## config.mk

```make
export PLATFORM = sky130hd
export DESIGN_NAME = lsivt_div
export DESIGN_NICKNAME = d
export VERILOG_FILES = /design/src/rtl/lsivt_pkg.sv /design/src/rtl/lsivt_div.sv
export SDC_FILE = /design/constraint.sdc
export NUM_CORES = 1
export LEC_CHECK = 0
export BUFFER_PORTS_ARGS = -buffer_cell sky130_fd_sc_hd__buf_2
export CAP_MARGIN = 20
export CORE_MARGIN = 2
export CORE_UTILIZATION = 49
export DETAILED_ROUTE_END_ITERATION = 16
export PLACE_DENSITY_LB_ADDON = 0.12
export SKIP_LAST_GASP = 1
export SYNTH_ARGS = -nofsm -noshare
export SYNTH_HDL_FRONTEND = slang
export SYNTH_SLANG_ARGS = --single-unit
export TNS_END_PERCENT = 5
```

## constraint.sdc

```tcl
create_clock -name clk -period 2.17 [get_ports clk]
set_input_delay 0.434 -clock clk [delete_from_list [all_inputs] [get_ports clk]]
set_output_delay 0.434 -clock clk [all_outputs]
set_load 0.01 [all_outputs]
```

## src/rtl/lsivt_pkg.sv

```systemverilog
// ============================================================================
// lsivt_pkg
// Shared constants and types for the slope-intercept line voting table.
// ============================================================================
package lsivt_pkg;

    localparam int TABLE_DEPTH = 128;
    localparam int COORD_BITS  = 12;
    localparam int IDX_BITS    = $clog2(TABLE_DEPTH);
    localparam int CNT_BITS    = $clog2(TABLE_DEPTH + 1);
    localparam int SLOPE_BITS  = 29;
    localparam int ICPT_BITS   = 42;
    localparam int VOTE_BITS   = 16;
    localparam int TOL_BITS    = 12;
    localparam int QUO_BITS    = COORD_BITS + 17;

    localparam logic [1:0] MODE_START  = 2'd0;
    localparam logic [1:0] MODE_VOTE   = 2'd1;
    localparam logic [1:0] MODE_REPORT = 2'd2;

    localparam logic [TOL_BITS-1:0] TOL_RESET = TOL_BITS'(200);

    typedef struct packed {
        logic [SLOPE_BITS-1:0] slope;
        logic [ICPT_BITS-1:0]  icpt;
        logic [VOTE_BITS-1:0]  votes;
    } entry_t;

endpackage

```

## src/rtl/lsivt_div.sv

```systemverilog
// ============================================================================
// lsivt_div
// Restoring divider, one quotient bit per cycle, for the unsigned slope ratio.
// ============================================================================
module lsivt_div
    import lsivt_pkg::*;
(
    input  logic                 clk,
    input  logic                 rst_n,
    input  logic                 start,
    input  logic [QUO_BITS-1:0]  dividend,
    input  logic [COORD_BITS-1:0] divisor,
    output logic                 done,
    output logic [QUO_BITS-1:0]  quotient
);

    localparam int STEP_BITS = $clog2(QUO_BITS + 1);

    logic [QUO_BITS-1:0]   quo_reg;
    logic [COORD_BITS:0]   rem_reg;
    logic [COORD_BITS-1:0] dsr_reg;
    logic [STEP_BITS-1:0]  step_reg;
    logic                  busy_reg;
    logic                  done_reg;
    logic [COORD_BITS+1:0] trial;

    // Shift in the next dividend bit and try the subtraction.
    assign trial = {rem_reg, quo_reg[QUO_BITS-1]} - {2'b00, dsr_reg};

    always_ff @(posedge clk or negedge rst_n)
    begin
        if (!rst_n)
        begin
            busy_reg <= 1'b0;
            done_reg <= 1'b0;
            step_reg <= '0;
        end
        else
        begin
            done_reg <= 1'b0;
            if (start)
            begin
                busy_reg <= 1'b1;
                step_reg <= STEP_BITS'(QUO_BITS);
            end
            else if (busy_reg)
            begin
                step_reg <= step_reg - 1'b1;
                if (step_reg == STEP_BITS'(1))
                begin
                    busy_reg <= 1'b0;
                    done_reg <= 1'b1;
                end
            end
        end
    end

    always_ff @(posedge clk)
    begin
        if (start)
        begin
            quo_reg <= dividend;
            rem_reg <= '0;
            dsr_reg <= divisor;
        end
        else if (busy_reg)
        begin
            if (!trial[COORD_BITS+1])
            begin
                rem_reg <= trial[COORD_BITS:0];
                quo_reg <= {quo_reg[QUO_BITS-2:0], 1'b1};
            end
            else
            begin
                rem_reg <= {rem_reg[COORD_BITS-1:0], quo_reg[QUO_BITS-1]};
                quo_reg <= {quo_reg[QUO_BITS-2:0], 1'b0};
            end
        end
    end

    assign done     = done_reg;
    assign quotient = quo_reg;

endmodule
```

# Word level (Yosys, flattened, before mapping)
# Index checks and enable logic that the tools add are counted.
[totals] regBits=61 inputBits=44 out_inout_bits=30 word_cells=22
[classes] mux=12 addsub=2 n_reduce_logical=1 eq_ne=1
[ops] op="$mux 29" count=2
[ops] op="$sub 14x12->14" count=1
[ops] op="$mux 13" count=1
[ops] op="$mux 5" count=2
[ops] op="$mux 1" count=7
[ops] op="$eq 5x1->1 const B" count=1
[ops] op="$sub 5x1->5 const B" count=1
[ops] op="$reduce_bool 2->1" count=1

# Longest topological paths before layout
[depth] word_depth=4 ltp_mapped=10 depth_no_buf=9

# Least setup slack after synthesis
# No wires, ideal clock.
[synth_path] kind="flip-flop to flip-flop" start="register quo_reg[28] (netlist: quotient[28])" end="register rem_reg[12]" arrival_ps=2194 slack_ps=-144 path_buffers=0 stages_incl_launch_ff=10 required_time_ps=2050 setup_ps=120 synth_period_minus_slack_ps=2314 cell_sequence="edfxtp_1 > inv_1 > ha_1 > fa_1 > nand2b_1 > a21oi_1 > o311a_1 > a221o_1 > a32o_1 > a211o_1"
[synth_between] elab_chain_cells=2
[synth_lines] element="start: declaration" line_no="lsivt_div.sv:19" text="logic [QUO_BITS-1:0] quo_reg;"
[synth_lines] element="start signal: assignment" line_no="lsivt_div.sv:62" text="quo_reg <= dividend;"
[synth_lines] element="start signal: assignment" line_no="lsivt_div.sv:71" text="quo_reg <= {quo_reg[QUO_BITS-2:0], 1'b1};"
[synth_lines] element="start signal: assignment" line_no="lsivt_div.sv:76" text="quo_reg <= {quo_reg[QUO_BITS-2:0], 1'b0};"
[synth_lines] element="$sub 14x12->14" line_no="lsivt_div.sv:28" text="assign trial = {rem_reg, quo_reg[QUO_BITS-1]} - {2'b00, dsr_reg};"
[synth_lines] element="$mux 13" line_no="lsivt_div.sv:68" text="if (!trial[COORD_BITS+1])"
[synth_lines] element="end signal: assignment" line_no="lsivt_div.sv:70" text="rem_reg <= trial[COORD_BITS:0];"
[synth_lines] element="end signal: assignment" line_no="lsivt_div.sv:75" text="rem_reg <= {rem_reg[COORD_BITS-1:0], quo_reg[QUO_BITS-1]};"
[synth_lines] element="end: declaration" line_no="lsivt_div.sv:20" text="logic [COORD_BITS:0] rem_reg;"
# Every way passes these cells.
# A chain may end at the register's enable or synchronous reset.

# Worst setup path in the final report
[layout_path] start="register dsr_reg[6]" end="register rem_reg[11]"
[layout_between] elab_chain_cells=2
[layout_lines] element="start: declaration" line_no="lsivt_div.sv:21" text="logic [COORD_BITS-1:0] dsr_reg;"
[layout_lines] element="start signal: assignment" line_no="lsivt_div.sv:64" text="dsr_reg <= divisor;"
[layout_lines] element="$sub 14x12->14" line_no="lsivt_div.sv:28"
[layout_lines] element="$mux 13" line_no="lsivt_div.sv:68"
# Every way passes these cells.

==> out/metrics.cfg <==
[run_status]
status=finished with violations
violations=setup timing

[floorplanning]
initial_core_util_pct=50.6
die-area_mm2=0.00718
io_pins=74
rows=29
coreArea_mm2=0.00631
die_w_um=84.7
die_y_um=84.7

[clock_network]
root_buffer=clkbuf_8
clock_latency_ns=0.34
h-tree-depth=3
cts_tree=built
cts.sinks=61
cts.reportedPaths.clkPinSlew_ns=0.07
cts_buffers=9
clock_path_buffers=2

[synth]
netlist.area_leader.share_pct=38.6
synth_area_leaders=edfxtp_1 39%, mux2_2 9.9%, dfxtp_1 8.2%, dfrtp_1 5.5%, ha_1 5.5%
synthSimpleGateAreaFrac_pct=10.2
synth_edf_count=41
synth_compound_area_share_pct=12.5
syn_inst=268
seq_area_frac_synth_pct=52.2
syn_nets=327
synthMuxAreaShare_pct=11.8
avgSynthCellArea_um2=11.9
synth_area_mm2=0.00319
ys_ff_latch=61
synth-main-ff-cell=edfxtp_1
synthAdderAreaFrac_pct=6.12
synth-async-reset-ratio_pct=11.5
yosys_warnings=0
synth_xor_area_share_pct=2.74
synth_area_leader_cell=edfxtp_1
synth_top_family_by_area=compound AO/OA/AOI/OAI gates
ys_types=52

[layout]
layout_commonest_cell=buf_2
final_cell_mix=74 x buf_2, 41 x edfxtp_1, 38 x buf_4
area_delta_synth_final_pct=33.4
diodes=0
stdcell_count=467
largest_reg_flops=29
finalNetCount=444
drive_gt1_share_pct=47.9

[placement]
hpwlAfterDp_mm=4.66
gp_congestion=0.866
dp_cells=445
io_buffers=73
pre_cts_slack_ns=-0.170

[timing]
final-hold-violation-count=0
timing.final.ws_setup_ns=-0.0938
rsz0062_at_grt=true
maxSlewHeadroom_pct=73.4
clock_skew_ns=0.0126
setup_viol=13
fmax_mhz=442
finalCritPeriodShare_pct=104
worst_pin_slew_ns=0.398
fin_crit_ns=2.26
slew_viol_final=0

[drt]
viasPerCell=5.25
dr.pass1.iters=5
vias=2450
routed_wl_mm=6.69
drt_iter0_markers=77
postRouteAntennaNets=0
wl_per_cell_um=14.3
drc=0

[global_routing]
antenna_found_initial=0
grt_pass1_vias=2459
grt_max_degree=46
grt_pass1_wl_mm=11.1
overflow=0
track_usage_pct=19.5

[flow_run]
drv_cap=0

[pwr]
vdd_ir_drop_max_mv=0.371
cellLeakagePower_nw=1.90
powerDensity_mw_per_mm2=636

[critical_path]
worst_setup_path_end_kind=register
crit_path_max_fanout=5
crit_required_ns=2.40
critPathLaunchType=register
crit_arrival_ns=2.49
crit_type=reg -> reg

[min_path]
hp-class=in -> reg

[through the flow]
step                utilization [%]  area [um2]  setup TNS [ns]  power, W  hold slack [ns]
floorplan                         -        3230          -0.157   0.00165            0.138
global placement               62.3        3930          -0.577   0.00182            0.273
detailed placement             62.3        3930           -1.31   0.00183            0.277
CTS                            66.0        4170           -1.10   0.00271            0.258
global route                   67.4        4260           -2.10   0.00283            0.266
finish                         67.4        4260          -0.909   0.00271            0.274
[power breakdown]
group | total [W] | switching [W] | internal (W)
clock network | 0.000873 | 0.000437 | 0.000436
logic | 0.000453 | 0.000208 | 0.000244
registers | 0.00138 | 0.0000434 | 0.00134
[timing repair]
item / CTS / global route
gates cloned: 0 / 1
hold endpoints to repair: 7 / 0
hold buffers: 1 / 0
setup endpoints to repair: 13 / 14
gates resized for setup: 9 / 14
setup buffers: 2 / 2
pin swaps: 4 / 9
[per-layer routing]
| layer | wire length, um | share of wire, % | track usage [%] | vias up |
|---|---|---|---|---|
| met2 | 3170 | 47 | 31.4 | 60 |
| met4 | 150 | 2.2 | 9.38 | 0 |
| met5 | 0 | 0 | 0 | - |
| met1 | 3070 | 46 | 25.1 | 1145 |
| li1 | - | - | - | 1230 |
| met3 | 294 | 4.4 | 3.93 | 15 |
[critical path, stage by stage (launching register included)]
cell and delay [ns]:
edfxtp_1 0.38, inv_2 0.08, ha_4 0.19, a21o_1 0.17
a31o_1 0.20, a221o_1 0.35, a211oi_4 0.26, buf_2 0.24
buf_4 0.13, o31a_1 0.11, o21ai_1 0.05
[cell type report]
cell class	count	area, um2
inverter	20	75.1
multi-input combinational	174	1510
clock inverter	5	27.5
timing repair buffer	119	742
fill	516	2060
clock buffer	11	141
sequential	61	1670
tap	77	96.3
[logic make-up (layout without fill, tap and decap cells)]
family / count (synthesis) / after routing
buffers and inverters: 33 / 155
XOR/XNOR: 10 / 10
AO/OA/AOI/OAI: 51 / 51
adder cells (fa/ha/maj): 15 / 15
AND/OR/NAND/NOR: 64 / 64
flip-flops: 61 / 61
multiplexers: 34 / 34
[final timing paths]
path                       slack, ns          end         from  depth (start not counted)
max reg2reg                    -0.09  rem_reg[11]   dsr_reg[6]                         10
max in group asynchronous       1.56  step_reg[0]        rst_n                          2
min reg2reg                     0.53  step_reg[4]  step_reg[4]                          2
min                             0.27   dsr_reg[6]   divisor[6]                          1
max                            -0.09  rem_reg[11]   dsr_reg[6]                         10
min in group asynchronous       0.45  step_reg[2]        rst_n                          2
[Yosys cell counts (7+ instances only)]
| cell type | number |
|---|---|
| edfxtp_1 | 41 |
| inv_1 | 20 |
| mux2_2 | 28 |
| nor2_1 | 18 |
| dfxtp_1 | 13 |
| a21o_1 | 8 |
| a211oi_1 | 8 |
| clkbuf_1 | 9 |
| xnor2_1 | 8 |
| a21oi_1 | 7 |
| nand2_1 | 16 |
| ha_1 | 14 |
| dfrtp_1 | 7 |
Power figures use the tool's default switching activity.
